`config.mk`:
```
export PLATFORM = sky130hd
export DESIGN_NAME = multi_slot_ack_retry_engine
export DESIGN_NICKNAME = d
export VERILOG_FILES = /design/src/rtl/msare_pkg.sv /design/src/rtl/msare_cell.sv /design/src/rtl/multi_slot_ack_retry_engine.sv
export VERILOG_INCLUDE_DIRS = /design/src /design/src/rtl
export SDC_FILE = /design/constraint.sdc
export NUM_CORES = 2
export LEC_CHECK = 0
export BUFFER_PORTS_ARGS = -buffer_cell sky130_fd_sc_hd__buf_2
export CORE_MARGIN = 3
export CORE_UTILIZATION = 45
export CTS_CLUSTER_DIAMETER = 150
export DETAILED_ROUTE_END_ITERATION = 12
export PLACE_DENSITY = 0.59
export SLEW_MARGIN = 20
export SYNTH_ARGS = -nofsm -noshare
export SYNTH_HDL_FRONTEND = slang
export SYNTH_SLANG_ARGS = --single-unit
```
`constraint.sdc`:
```
create_clock -name clk -period 10.5 [get_ports clk]
set_clock_uncertainty 0.1 [all_clocks]
set_input_delay 1.05 -clock clk [delete_from_list [all_inputs] [get_ports clk]]
set_output_delay 1.05 -clock clk [all_outputs]
set_load 0.05 [all_outputs]
```
`src/rtl/multi_slot_ack_retry_engine_assert.svh`:
```
// Assertion macros for the multi-slot retry engine.
// Used by the top level; relies on signals named clk and rst_n in scope.
`ifndef MULTI_SLOT_ACK_RETRY_ENGINE_ASSERT_SVH
`define MULTI_SLOT_ACK_RETRY_ENGINE_ASSERT_SVH
`ifndef NO_ASSERTIONS
`define MSARE_ASSERT_IMPLY(label, ante, cons) \
  label: assert property (@(posedge clk) disable iff (!rst_n) (ante) |-> (cons)) \
    else $error("msare assertion failed");
`define MSARE_ASSERT_NEXT(label, ante, cons) \
  label: assert property (@(posedge clk) disable iff (!rst_n) (ante) |=> (cons)) \
    else $error("msare assertion failed");
`else
`define MSARE_ASSERT_IMPLY(label, ante, cons)
`define MSARE_ASSERT_NEXT(label, ante, cons)
`endif
`endif

```
`src/rtl/msare_pkg.sv`:
```
// Package for the multi-slot retry engine: codes, reset values and the
// structs used by the slot cell and the top level. No dependencies.
`timescale 1ns / 1ps
package msare_pkg;

  localparam int NUM_SLOTS_DEF = 8;

  localparam logic [15:0] ACK_TIMEOUT_RST = 16'd2500;
  localparam logic [3:0]  MAX_ATTEMPTS_RST = 4'd5;
  localparam logic [15:0] BUSY_BACKOFF_RST = 16'd500;
  localparam logic [15:0] SEQ_START_RST = 16'h0100;

  localparam logic [1:0] REG_ACK_TIMEOUT = 2'd0;
  localparam logic [1:0] REG_MAX_ATTEMPTS = 2'd1;
  localparam logic [1:0] REG_BUSY_BACKOFF = 2'd2;
  localparam logic [1:0] REG_SEQ_START = 2'd3;

  localparam logic [1:0] CLS_OK = 2'd0;
  localparam logic [1:0] CLS_BUSY = 2'd1;
  localparam logic [1:0] CLS_ERROR = 2'd2;
  localparam logic [1:0] CLS_WAIT = 2'd3;

  localparam logic [1:0] EV_SEND = 2'd0;
  localparam logic [1:0] EV_PROGRESS = 2'd1;
  localparam logic [1:0] EV_DONE = 2'd2;

  typedef enum logic [1:0] {
    OP_TICK = 2'd0,
    OP_REPLY = 2'd1,
    OP_ADD = 2'd2,
    OP_COMMIT = 2'd3
  } op_t;

  typedef enum logic [1:0] {
    ST_IDLE,
    ST_WALK,
    ST_FIN,
    ST_FLUSH
  } state_t;

  typedef struct packed {
    op_t         op;
    logic [31:0] from;
    logic [15:0] rseq;
    logic [1:0]  rcls;
    logic [15:0] seq_in;
    logic [15:0] ack_to;
    logic [15:0] backoff;
    logic [3:0]  max_att;
  } cell_cmd_t;

  typedef struct packed {
    logic        send;
    logic        prog;
    logic        done_inc;
    logic        ok_inc;
    logic [31:0] peer;
    logic [23:0] preset;
  } cell_rep_t;

  typedef struct packed {
    logic [1:0]  kind;
    logic [5:0]  slot;
    logic [31:0] dest;
    logic [15:0] seq;
    logic [15:0] pid;
    logic [7:0]  psub;
    logic [7:0]  scene;
    logic [6:0]  okc;
    logic [6:0]  tot;
    logic        allok;
  } res_t;

endpackage

```
`src/rtl/msare_cell.sv`:
```
// One slot of the retry engine: holds the slot state and updates it while
// it holds the walk token, which it hands to the next cell. Uses msare_pkg.
`timescale 1ns / 1ps
module msare_cell (
  input  logic                clk,
  input  logic                rst_n,
  input  logic                wr,
  input  logic [31:0]         wr_peer,
  input  logic [23:0]         wr_preset,
  input  logic                start,
  input  logic                tok_load,
  input  logic                adv,
  input  logic                tok_in,
  input  msare_pkg::cell_cmd_t cmd,
  output logic                tok_out,
  output msare_pkg::cell_rep_t rep
);

  logic [31:0] peer_r;
  logic [23:0] preset_r;
  logic [15:0] seq_r, seq_nxt;
  logic [3:0]  att_r, att_nxt;
  logic [15:0] wait_r, wait_nxt;
  logic [15:0] boff_r, boff_nxt;
  logic        aw_r, aw_nxt, done_r, done_nxt, ok_r, ok_nxt;
  logic        tok_r, tok_nxt;
  logic        en;

  assign en = tok_r && adv;
  assign tok_out = tok_r;

  always_comb begin
    seq_nxt = seq_r;
    att_nxt = att_r;
    wait_nxt = wait_r;
    boff_nxt = boff_r;
    aw_nxt = aw_r;
    done_nxt = done_r;
    ok_nxt = ok_r;
    rep = '0;
    rep.peer = peer_r;
    rep.preset = preset_r;
    unique case (cmd.op)
      msare_pkg::OP_TICK: begin
        if (!done_r) begin
          wait_nxt = (wait_r != 16'd0) ? wait_r - 16'd1 : 16'd0;
          boff_nxt = (boff_r != 16'd0) ? boff_r - 16'd1 : 16'd0;
          if (aw_r && wait_nxt != 16'd0) begin
            aw_nxt = 1'b1;
          end else begin
            aw_nxt = 1'b0;
            if (boff_nxt != 16'd0) begin
              aw_nxt = 1'b0;
            end else if (att_r >= cmd.max_att) begin
              done_nxt = 1'b1;
              ok_nxt = 1'b0;
              rep.done_inc = 1'b1;
            end else begin
              att_nxt = att_r + 4'd1;
              seq_nxt = cmd.seq_in;
              aw_nxt = 1'b1;
              wait_nxt = cmd.ack_to;
              rep.send = 1'b1;
            end
          end
        end
      end
      msare_pkg::OP_REPLY: begin
        if (!done_r && aw_r && seq_r == cmd.rseq && peer_r == cmd.from) begin
          rep.prog = 1'b1;
          if (cmd.rcls == msare_pkg::CLS_OK) begin
            done_nxt = 1'b1;
            ok_nxt = 1'b1;
            aw_nxt = 1'b0;
            rep.done_inc = 1'b1;
            rep.ok_inc = 1'b1;
          end else if (cmd.rcls == msare_pkg::CLS_BUSY) begin
            aw_nxt = 1'b0;
            boff_nxt = cmd.backoff;
          end else if (cmd.rcls == msare_pkg::CLS_ERROR) begin
            done_nxt = 1'b1;
            ok_nxt = 1'b0;
            aw_nxt = 1'b0;
            rep.done_inc = 1'b1;
          end
        end
      end
      msare_pkg::OP_COMMIT: begin
        seq_nxt = 16'd0;
        att_nxt = 4'd0;
        wait_nxt = 16'd0;
        boff_nxt = 16'd0;
        aw_nxt = 1'b0;
        ok_nxt = 1'b0;
        done_nxt = (peer_r == 32'd0);
        rep.done_inc = (peer_r == 32'd0);
      end
      default: begin
        aw_nxt = aw_r;
      end
    endcase
  end

  always_comb begin
    if (start) begin
      tok_nxt = tok_load;
    end else if (adv) begin
      tok_nxt = tok_in;
    end else begin
      tok_nxt = tok_r;
    end
  end

  always_ff @(posedge clk) begin
    if (wr) begin
      peer_r <= wr_peer;
      preset_r <= wr_preset;
    end
  end

  always_ff @(posedge clk) begin
    if (!rst_n) begin
      tok_r <= 1'b0;
      seq_r <= '0;
      att_r <= '0;
      wait_r <= '0;
      boff_r <= '0;
      aw_r <= 1'b0;
      done_r <= 1'b0;
      ok_r <= 1'b0;
    end else begin
      tok_r <= tok_nxt;
      if (en) begin
        seq_r <= seq_nxt;
        att_r <= att_nxt;
        wait_r <= wait_nxt;
        boff_r <= boff_nxt;
        aw_r <= aw_nxt;
        done_r <= done_nxt;
        ok_r <= ok_nxt;
      end
    end
  end

endmodule

```
`src/rtl/multi_slot_ack_retry_engine.sv`:
```
// Top level of the multi-slot retry engine: job control, walk sequencer and
// result registers. Uses msare_pkg, msare_cell and the assertion header.
// Add slot and an inactive tick or reply leave the sequencer idle; a valid commit walks
// the list to reset the cells. An active tick or reply walks the cells one per cycle,
// then posts a done result once all slots are done and flushes the last result before
// taking new input. Result stalls stretch the walk; at most one result leaves per cycle.
// Synchronous active-low reset clears the job and all slot flags at once.
`timescale 1ns / 1ps
`include "multi_slot_ack_retry_engine_assert.svh"
module multi_slot_ack_retry_engine #(
  parameter int NUM_SLOTS = msare_pkg::NUM_SLOTS_DEF
) (
  input  logic        clk,
  input  logic        rst_n,
  input  logic        in_valid,
  output logic        in_stall,
  input  logic [1:0]  in_func,
  input  logic [31:0] in_peer_ip,
  input  logic [15:0] in_preset_id,
  input  logic [7:0]  in_preset_sub,
  input  logic [7:0]  in_scene_index,
  input  logic        in_scene_valid,
  input  logic [15:0] in_reply_seq,
  input  logic [1:0]  in_reply_class,
  output logic        out_valid,
  input  logic        out_stall,
  output logic [1:0]  out_event_kind,
  output logic [5:0]  out_slot_index,
  output logic [31:0] out_dest_ip,
  output logic [15:0] out_seq,
  output logic [15:0] out_preset_id,
  output logic [7:0]  out_preset_sub,
  output logic [7:0]  out_job_scene,
  output logic [6:0]  out_ok_count,
  output logic [6:0]  out_total,
  output logic        out_all_ok,
  output logic        out_last,
  input  logic        cfg_we,
  input  logic [1:0]  cfg_index,
  input  logic [15:0] cfg_wdata
);

  localparam int CW = $clog2(NUM_SLOTS + 1);

  typedef msare_pkg::op_t op_t;

  msare_pkg::state_t state_r, state_nxt;
  logic [15:0] ack_to_r, backoff_r, seq_cnt_r;
  logic [3:0]  max_att_r;
  logic        active_r, closed_r;
  logic [CW-1:0] count_r, idx_r, done_cnt_r, ok_cnt_r, count_eff;
  logic [7:0]  scene_r;
  msare_pkg::op_t op_r;
  logic [31:0] from_r;
  logic [15:0] rseq_r;
  logic [1:0]  rcls_r;
  msare_pkg::res_t pend_r, out_r, new_res, done_res;
  logic        pend_v_r, out_valid_r, out_last_r;
  logic        in_fire, out_free, step, start, walk_end, fin_done, add_fire;
  logic        out_load;
  msare_pkg::cell_cmd_t cmd;
  msare_pkg::cell_rep_t rep;
  msare_pkg::cell_rep_t reps [NUM_SLOTS];
  logic [NUM_SLOTS-1:0] tok;
  logic [NUM_SLOTS-1:0] wr_sel;

  assign in_fire = in_valid && !in_stall;
  assign out_free = !out_valid_r || !out_stall;
  assign count_eff = closed_r ? '0 : count_r;
  assign add_fire = in_fire && op_t'(in_func) == msare_pkg::OP_ADD && !active_r &&
                    count_eff < CW'(NUM_SLOTS);
  assign walk_end = (idx_r == count_r - CW'(1));
  assign fin_done = (done_cnt_r == count_r);

  assign cmd.op = op_r;
  assign cmd.from = from_r;
  assign cmd.rseq = rseq_r;
  assign cmd.rcls = rcls_r;
  assign cmd.seq_in = seq_cnt_r + 16'd1;
  assign cmd.ack_to = ack_to_r;
  assign cmd.backoff = backoff_r;
  assign cmd.max_att = max_att_r;

  for (genvar i = 0; i < NUM_SLOTS; i++) begin : g_cell
    assign wr_sel[i] = add_fire && (count_eff == CW'(i));
    msare_cell u_cell (
      .clk      (clk),
      .rst_n    (rst_n),
      .wr       (wr_sel[i]),
      .wr_peer  (in_peer_ip),
      .wr_preset({in_preset_id, in_preset_sub}),
      .start    (start),
      .tok_load (i == 0),
      .adv      (step),
      .tok_in   ((i == 0) ? 1'b0 : tok[(i == 0) ? 0 : i - 1]),
      .cmd      (cmd),
      .tok_out  (tok[i]),
      .rep      (reps[i])
    );
  end

  always_comb begin
    rep = '0;
    for (int i = 0; i < NUM_SLOTS; i++) begin
      rep = rep | (reps[i] & {$bits(msare_pkg::cell_rep_t){tok[i]}});
    end
  end

  always_comb begin
    new_res = '0;
    new_res.slot = 6'(idx_r);
    new_res.scene = scene_r;
    if (rep.send) begin
      new_res.kind = msare_pkg::EV_SEND;
      new_res.dest = rep.peer;
      new_res.seq = cmd.seq_in;
      new_res.pid = rep.preset[23:8];
      new_res.psub = rep.preset[7:0];
    end else begin
      new_res.kind = msare_pkg::EV_PROGRESS;
      new_res.okc = 7'(ok_cnt_r + CW'(rep.ok_inc));
      new_res.tot = 7'(count_r);
    end
    done_res = '0;
    done_res.kind = msare_pkg::EV_DONE;
    done_res.scene = scene_r;
    done_res.okc = 7'(ok_cnt_r);
    done_res.tot = 7'(count_r);
    done_res.allok = (ok_cnt_r == count_r) && (count_r != '0);
  end

  always_comb begin
    state_nxt = state_r;
    unique case (state_r)
      msare_pkg::ST_IDLE: begin
        if (in_fire && active_r &&
            (op_t'(in_func) == msare_pkg::OP_TICK ||
             op_t'(in_func) == msare_pkg::OP_REPLY)) begin
          state_nxt = (count_r == '0) ? msare_pkg::ST_FIN : msare_pkg::ST_WALK;
        end else if (in_fire && op_t'(in_func) == msare_pkg::OP_COMMIT &&
                     in_scene_valid && count_r != '0) begin
          state_nxt = msare_pkg::ST_WALK;
        end
      end
      msare_pkg::ST_WALK: begin
        if (step && walk_end) begin
          state_nxt = (op_r == msare_pkg::OP_COMMIT) ? msare_pkg::ST_IDLE :
                      msare_pkg::ST_FIN;
        end
      end
      msare_pkg::ST_FIN: begin
        if (!pend_v_r || out_free) begin
          state_nxt = msare_pkg::ST_FLUSH;
        end
      end
      msare_pkg::ST_FLUSH: begin
        if (!pend_v_r || out_free) begin
          state_nxt = msare_pkg::ST_IDLE;
        end
      end
      default: state_nxt = msare_pkg::ST_IDLE;
    endcase
  end

  always_comb begin
    in_stall = (state_r != msare_pkg::ST_IDLE);
    step = (state_r == msare_pkg::ST_WALK) && (!pend_v_r || out_free);
    start = (state_r == msare_pkg::ST_IDLE) && (state_nxt == msare_pkg::ST_WALK);
    out_load = (step && (rep.send || rep.prog) && pend_v_r) ||
               (state_r == msare_pkg::ST_FIN && out_free && fin_done && pend_v_r) ||
               (state_r == msare_pkg::ST_FLUSH && pend_v_r && out_free);
  end

  always_ff @(posedge clk) begin
    if (!rst_n) begin
      state_r <= msare_pkg::ST_IDLE;
      ack_to_r <= msare_pkg::ACK_TIMEOUT_RST;
      max_att_r <= msare_pkg::MAX_ATTEMPTS_RST;
      backoff_r <= msare_pkg::BUSY_BACKOFF_RST;
      seq_cnt_r <= msare_pkg::SEQ_START_RST;
      active_r <= 1'b0;
      closed_r <= 1'b0;
      count_r <= '0;
      scene_r <= '0;
      idx_r <= '0;
      done_cnt_r <= '0;
      ok_cnt_r <= '0;
      op_r <= msare_pkg::OP_TICK;
      pend_v_r <= 1'b0;
      out_valid_r <= 1'b0;
      out_last_r <= 1'b0;
    end else begin
      state_r <= state_nxt;
      if (cfg_we) begin
        unique case (cfg_index)
          msare_pkg::REG_ACK_TIMEOUT: ack_to_r <= cfg_wdata;
          msare_pkg::REG_MAX_ATTEMPTS: max_att_r <= cfg_wdata[3:0];
          msare_pkg::REG_BUSY_BACKOFF: backoff_r <= cfg_wdata;
          msare_pkg::REG_SEQ_START: seq_cnt_r <= cfg_wdata;
          default: ack_to_r <= ack_to_r;
        endcase
      end
      if (out_load) begin
        out_valid_r <= 1'b1;
      end else if (out_valid_r && !out_stall) begin
        out_valid_r <= 1'b0;
      end
      if (in_fire) begin
        op_r <= op_t'(in_func);
        from_r <= in_peer_ip;
        rseq_r <= in_reply_seq;
        rcls_r <= in_reply_class;
        idx_r <= '0;
        if (add_fire) begin
          count_r <= count_eff + CW'(1);
          closed_r <= 1'b0;
        end else if (op_t'(in_func) == msare_pkg::OP_ADD && !active_r && closed_r) begin
          count_r <= '0;
          closed_r <= 1'b0;
        end
        if (op_t'(in_func) == msare_pkg::OP_COMMIT) begin
          if (in_scene_valid) begin
            active_r <= 1'b1;
            closed_r <= 1'b1;
            scene_r <= in_scene_index;
            done_cnt_r <= '0;
            ok_cnt_r <= '0;
          end else begin
            active_r <= 1'b0;
            closed_r <= 1'b0;
            count_r <= '0;
            scene_r <= '0;
          end
        end
      end
      if (step) begin
        idx_r <= idx_r + CW'(1);
        done_cnt_r <= done_cnt_r + CW'(rep.done_inc);
        ok_cnt_r <= ok_cnt_r + CW'(rep.ok_inc);
        if (rep.send) begin
          seq_cnt_r <= seq_cnt_r + 16'd1;
        end
        if (rep.send || rep.prog) begin
          if (pend_v_r) begin
            out_r <= pend_r;
            out_last_r <= 1'b0;
          end
          pend_r <= new_res;
          pend_v_r <= 1'b1;
        end
      end
      if (state_r == msare_pkg::ST_FIN && (!pend_v_r || out_free) && fin_done) begin
        active_r <= 1'b0;
        if (pend_v_r) begin
          out_r <= pend_r;
          out_last_r <= 1'b0;
        end
        pend_r <= done_res;
        pend_v_r <= 1'b1;
      end
      if (state_r == msare_pkg::ST_FLUSH && pend_v_r && out_free) begin
        out_r <= pend_r;
        out_last_r <= 1'b1;
        pend_v_r <= 1'b0;
      end
    end
  end

  assign out_valid = out_valid_r;
  assign out_event_kind = out_r.kind;
  assign out_slot_index = out_r.slot;
  assign out_dest_ip = out_r.dest;
  assign out_seq = out_r.seq;
  assign out_preset_id = out_r.pid;
  assign out_preset_sub = out_r.psub;
  assign out_job_scene = out_r.scene;
  assign out_ok_count = out_r.okc;
  assign out_total = out_r.tot;
  assign out_all_ok = out_r.allok;
  assign out_last = out_last_r;

  `MSARE_ASSERT_IMPLY(a_one_token, 1'b1, $onehot0(tok))
  `MSARE_ASSERT_IMPLY(a_walk_in_list, state_r == msare_pkg::ST_WALK, idx_r < count_r)
  `MSARE_ASSERT_IMPLY(a_ok_le_done, active_r, ok_cnt_r <= done_cnt_r)
  `MSARE_ASSERT_NEXT(a_flush_idle, state_r == msare_pkg::ST_FLUSH && !pend_v_r,
                     state_r == msare_pkg::ST_IDLE && !pend_v_r)

endmodule

```
==> reports/metrics.sh <==
COMBPWRFRAC_PCT=6.3
TRITONCTS_CLOCK_TREE='built'
RUN_STATUS='finished, final reports clean'
HOLD_VIOL=0
POST_ROUTE_CELLS_DRIVE_ABOVE_1_SHARE_PCT=10.6
CRITICAL_PATH.TOP_DELAY_FAMILY='compound AO/OA/AOI/OAI gates'
POWER_SWITCHING_SHARE_PCT=25.2
PERIOD_NEEDED_PS=6020
MIN_PATH_CELLS=0
IRDROPWORSTVDD_V=0.000141
CTS-ROOT-BUF='sky130_fd_sc_hd__clkbuf_16'
SYNTHDOMINANTCELLAREASHARE_PCT=33.3
SYNTH_AREA_LEADERS='sky130_fd_sc_hd__edfxtp_1, sky130_fd_sc_hd__dfxtp_1, sky130_fd_sc_hd__xnor2_1, sky130_fd_sc_hd__nand2_1, sky130_fd_sc_hd__a21oi_1'
GLOBALPLACE.CONGESTION=1.11
LARGEST_FAMILY_OF_LOGIC_CELLS_BY_SYNTHESIZED_AREA='simple AND/OR/NAND/NOR gates'
GRT_SETUP_UNREPAIRED='no'
FLOORPLAN.DIE.HEIGHT_UM=380
REGTOREGSETUPSLACK_PS=4480
POWER.LEAKAGE_nW=25.0
SEQUENCE_OF_CELLS_ON_THE_CRITICAL_PATH='inv_1 > ha_1 > or4b_2 > nor4_1 > mux2i_1 > nand3_1 > o311ai_1 > nand3_2 > o2111ai_1 > o22ai_2 > a21boi_4 > buf_4 > a22o_1'
FINAL_COMMON_CELL='sky130_fd_sc_hd__edfxtp_1'
INTERNAL_POWER_W=0.00815
N_FILL_CELL=12800
WORSTSETUPPATHDEPTH=13
SYNTH.YOSYS.SEQ_AREA_SHARE_PCT=50.0
SYNTHTOLAYOUTAREAGROWTH_PCT=11.6
CTS_INSERTED_BUFFERS=140
ROUTE.DETAILED.DRC=0
PWR_DENSITY_CELL_nW_PER_UM2=155
SYN-MEAN-INSTANCE-AREA_SQ_UM=9.71
INSERTION_DELAY_PS=790
GLOBAL_ROUTE.USAGE.TOTAL_PCT=34.1
TIMING_WORST_SETUP_PATH_TYPE='reg2reg'
TNS_PS=0
DESIGN.FINAL.NETS=6653
WORST_EP_ARRIVAL_TIME_PS=6570
POWER.SHARE.SEQUENTIAL_PCT=47.7
NUMBER_OF_HOLD_BUFFERS_ADDED_AFTER_CTS=0
SETUP_VIOL=0
SYNTH-SIMPLE-AREA-SHARE_PCT=19.2
DETAILROUTE.VIA_COUNT=54200
SYNTH_SEQ_CELLS=1222
STARTING_DENSITY_OF_THE_CORE_PCT=45.5
SYNTH_TOP_CELL_BY_AREA='sky130_fd_sc_hd__edfxtp_1'
FINALWIRELENGTH_UM=255000
YS.FLOP_TYPE='sky130_fd_sc_hd__edfxtp_1'
POWER_FRAC_CLOCK_PCT=46.0
PRECTSSETUPSLACK_PS=4580
CRITICAL_PATH.MAX_FANOUT=72
HTREE_NUM_LEVELS=4
CRIT_PATH_START_KIND='register'
CLK_PIN_SLEW_WORST_SETUP_HOLD_PATHS_PS=60
CP_DATA_REQUIRED_TIME_PS=11040
AREA_SHARE_OF_FA_HA_MAJ_CELLS_AFTER_SYNTHESIS_PCT=1.63
TIMING.CRITICAL_PATH.BUF_INV=2
GRT_PASS1_WL_UM=364000
CAP_VIOL_MAX_COUNT=0
CRITICAL_PATH.SLOWEST_CELL='sky130_fd_sc_hd__o311ai_1'
GRT_MAX_DEGREE=189
NETSWITCHINGPOWER_W=0.00275
NUMBER_OF_BUFFERS_INSERTED_TO_REPAIR_SETUP_AFTER_CTS=0
DIE_AREA_SQ_UM=144000
PLACEMENT.IO_BUFFERS=213
CORE_REGION_AREA_SQ_UM=138000
CLK_PATH_BUF_DEPTH=3
POST-LAYOUT-TOTAL-POWER_W=0.0109
CTS_SINKS=1222
TIMING_WORST_SLEW_PIN_VALUE_PS=1250
SYN-NUM-NETS=6666
DRTPASS1ITERATIONS=6
MIN-DELAY-START='scene_r[1]$_SDFFE_PN0P_'
SYNTH_COMPOUND_AREA_SHARE_PCT=16.6
STD_CELL_ROWS=136
DP_HPWL_UM=182000
SYNTH_AREA_SQ_UM=62900
RR_STARTPOINT='g_cell[1].u_cell.wait_r[0]$_SDFFE_PN0P_'
TCRIT_TCLK_FINAL_PCT=57.4
YS_ASYNC_SR_FRACTION_PCT=0
FIRST_GLOBAL_VIAS=50100
SLOWEST_DELAY_PS=820
INITIALDRTVIOLATIONCOUNT=6469
ANTENNA_FOUND_INITIAL=16
IO_PINS=214
HOLD_PATH.CLASS='reg2reg'
POST_SYNTHESIS_SHARE_OF_CELL_AREA_SPENT_ON_XOR_AND_XNOR_GATES_PCT=6.65
MAX_SLEW_MARGIN_PCT=16.6
GLOBALROUTEOVERFLOWTOTAL=0
SYNTH_CELL_TYPES=97
LAYOUT.CORE_UTILIZATION_PCT=50.8
VIAS_PER_CELL=6.41
POST_CTS.RESIZED_INSTANCES=0
NUMBER_OF_SYNTHESIZED_FLOPS_WITH_AN_ENABLE_PIN=697
NETLIST_INSTANCES=6476
MOST-COMMON-LAYOUT-CELLS='sky130_fd_sc_hd__edfxtp_1, sky130_fd_sc_hd__nand2_1, sky130_fd_sc_hd__nor2_1, sky130_fd_sc_hd__dfxtp_1, sky130_fd_sc_hd__a21oi_1'
END_KIND='register'
DRV_SLEW=0
ROUTE.ANTENNA.REMAINING_NETS=0
WORSTHOLDENDPOINT='pend_r[16]$_DFFE_PP_'
FF2FF_PATH_DEPTH=13
SYNTH-WARNING-COUNT=0
ROUTE.DETAILED.WL_PER_INST_UM=30.2
SHARE_OF_CELL_AREA_TAKEN_BY_MUXES_AFTER_SYNTHESIS_PCT=2.12
TIMING.FINAL.WS_SETUP_PS=4480
CHIPWIDTH_UM=380
FINAL.HOLD.WORST_SLACK_PS=331
ACHIEVABLE-FREQUENCY_MHz=166
## metal layers
| layer | GRT usage (%) | part of all wire, % | vias to the layer above | wire length [um] |
|---|---|---|---|---|
| met5 | 0 | 0.029 | - | 73 |
| met4 | 19.1 | 6.4 | 10 | 16300 |
| met3 | 6.48 | 8.7 | 657 | 22300 |
| met2 | 52.1 | 44 | 2827 | 113000 |
| met1 | 45.4 | 41 | 26600 | 104000 |
| li1 | - | - | 24100 | - |
## power groups by stage
stage / combinational (W) / clock (W) / sequential, W
2_1_floorplan: 0.000367 / 0 / 0.00523
3_3_place_gp: 0.000664 / 0 / 0.00529
3_5_place_dp: 0.000661 / 0 / 0.00529
4_1_cts: 0.000664 / 0.00509 / 0.00519
5_1_grt: 0.000703 / 0.00529 / 0.00520
6_report: 0.000685 / 0.00502 / 0.00520
## layout make-up
type / count / area, sq um / area share, %
Sequential cell: 1222 / 31500 / 44.8
Multi-Input combinational cell: 4658 / 29300 / 41.7
Clock buffer: 180 / 3770 / 5.38
Tap cell: 1863 / 2330 / 3.32
Timing Repair Buffer: 313 / 1840 / 2.63
Clock inverter: 77 / 973 / 1.39
Inverter: 128 / 488 / 0.695
Antenna cell: 10 / 25.0 / 0.0357
## metrics by stage
| stage | instances | instance area (sq um) |
|---|---|---|
| CTS | 8441 | 70100 |
| finish | 8451 | 70200 |
| detailed placement | 8184 | 65400 |
| global placement | 8184 | 65300 |
| global route | 8442 | 70100 |
| floorplan | 6476 | 62900 |
## cell families after synthesis
logic type	after synthesis
mux	123
simple gates	2391
buf+inv	596
compound gates	1585
fa+ha+maj	82
flops	1222
xor+xnor	477
## registers in the layout, indices dropped and copies added, names as in the netlist, 16 cells and up, named ones only
register	flops
ack_to_r	16
backoff_r	16
from_r	32
g_cell.u_cell.att_r	32
g_cell.u_cell.boff_r	128
g_cell.u_cell.peer_r	256
g_cell.u_cell.preset_r	192
g_cell.u_cell.seq_r	128
g_cell.u_cell.wait_r	128
pend_r	96
rseq_r	16
seq_cnt_r	16
## cell usage after synthesis (11+ instances only)
cell type / count
sky130_fd_sc_hd__xor2_1: 206
sky130_fd_sc_hd__and3_1: 33
sky130_fd_sc_hd__and2_1: 50
sky130_fd_sc_hd__o211a_1: 14
sky130_fd_sc_hd__nor4_1: 201
sky130_fd_sc_hd__mux2i_1: 50
sky130_fd_sc_hd__o31ai_1: 31
sky130_fd_sc_hd__edfxtp_1: 697
sky130_fd_sc_hd__o211ai_1: 41
sky130_fd_sc_hd__nand4_1: 140
sky130_fd_sc_hd__mux2_2: 69
sky130_fd_sc_hd__dfxtp_1: 525
sky130_fd_sc_hd__or4b_2: 12
sky130_fd_sc_hd__buf_2: 31
sky130_fd_sc_hd__a21oi_1: 447
sky130_fd_sc_hd__a21o_1: 27
sky130_fd_sc_hd__o2111ai_1: 13
sky130_fd_sc_hd__xnor2_1: 271
sky130_fd_sc_hd__nor3_1: 172
sky130_fd_sc_hd__inv_1: 127
sky130_fd_sc_hd__or3_1: 45
sky130_fd_sc_hd__nand3_1: 127
sky130_fd_sc_hd__nand2_1: 625
sky130_fd_sc_hd__a221oi_1: 61
sky130_fd_sc_hd__a22oi_1: 216
sky130_fd_sc_hd__nand4b_1: 23
sky130_fd_sc_hd__or2_2: 22
sky130_fd_sc_hd__a22o_1: 152
sky130_fd_sc_hd__nor2b_1: 52
sky130_fd_sc_hd__ha_1: 82
sky130_fd_sc_hd__nor2_1: 595
sky130_fd_sc_hd__nand2b_1: 79
sky130_fd_sc_hd__a41o_1: 11
sky130_fd_sc_hd__a31oi_1: 86
sky130_fd_sc_hd__nor3b_1: 28
sky130_fd_sc_hd__a211oi_1: 42
sky130_fd_sc_hd__nand3b_1: 34
sky130_fd_sc_hd__nor4b_1: 50
sky130_fd_sc_hd__o21ai_0: 298
sky130_fd_sc_hd__or4_1: 57
sky130_fd_sc_hd__clkbuf_1: 403
sky130_fd_sc_hd__buf_1: 19
## worst register-to-register path: stages (launching register included)
cell	delay [ps]
sky130_fd_sc_hd__dfxtp_1	370
sky130_fd_sc_hd__inv_1	120
sky130_fd_sc_hd__ha_1	380
sky130_fd_sc_hd__or4b_2	610
sky130_fd_sc_hd__nor4_1	250
sky130_fd_sc_hd__mux2i_1	270
sky130_fd_sc_hd__nand3_1	100
sky130_fd_sc_hd__o311ai_1	820
sky130_fd_sc_hd__nand3_2	230
sky130_fd_sc_hd__o2111ai_1	320
sky130_fd_sc_hd__o22ai_2	290
sky130_fd_sc_hd__a21boi_4	810
sky130_fd_sc_hd__buf_4	810
sky130_fd_sc_hd__a22o_1	410
## worst max path at each step
stage	to	start	slack (ps)
floorplan	register	g_cell[1].u_cell.boff_r[6]$_SDFFE_PN0P_	2360
global placement	register	g_cell[1].u_cell.wait_r[0]$_SDFFE_PN0P_	4620
detailed placement	register	g_cell[1].u_cell.wait_r[0]$_SDFFE_PN0P_	4580
CTS	register	g_cell[1].u_cell.wait_r[0]$_SDFFE_PN0P_	4550
global route	register	g_cell[1].u_cell.wait_r[0]$_SDFFE_PN0P_	4190
finish	register	g_cell[1].u_cell.wait_r[0]$_SDFFE_PN0P_	4480
Note: power is estimated with default switching activity, not from simulation.
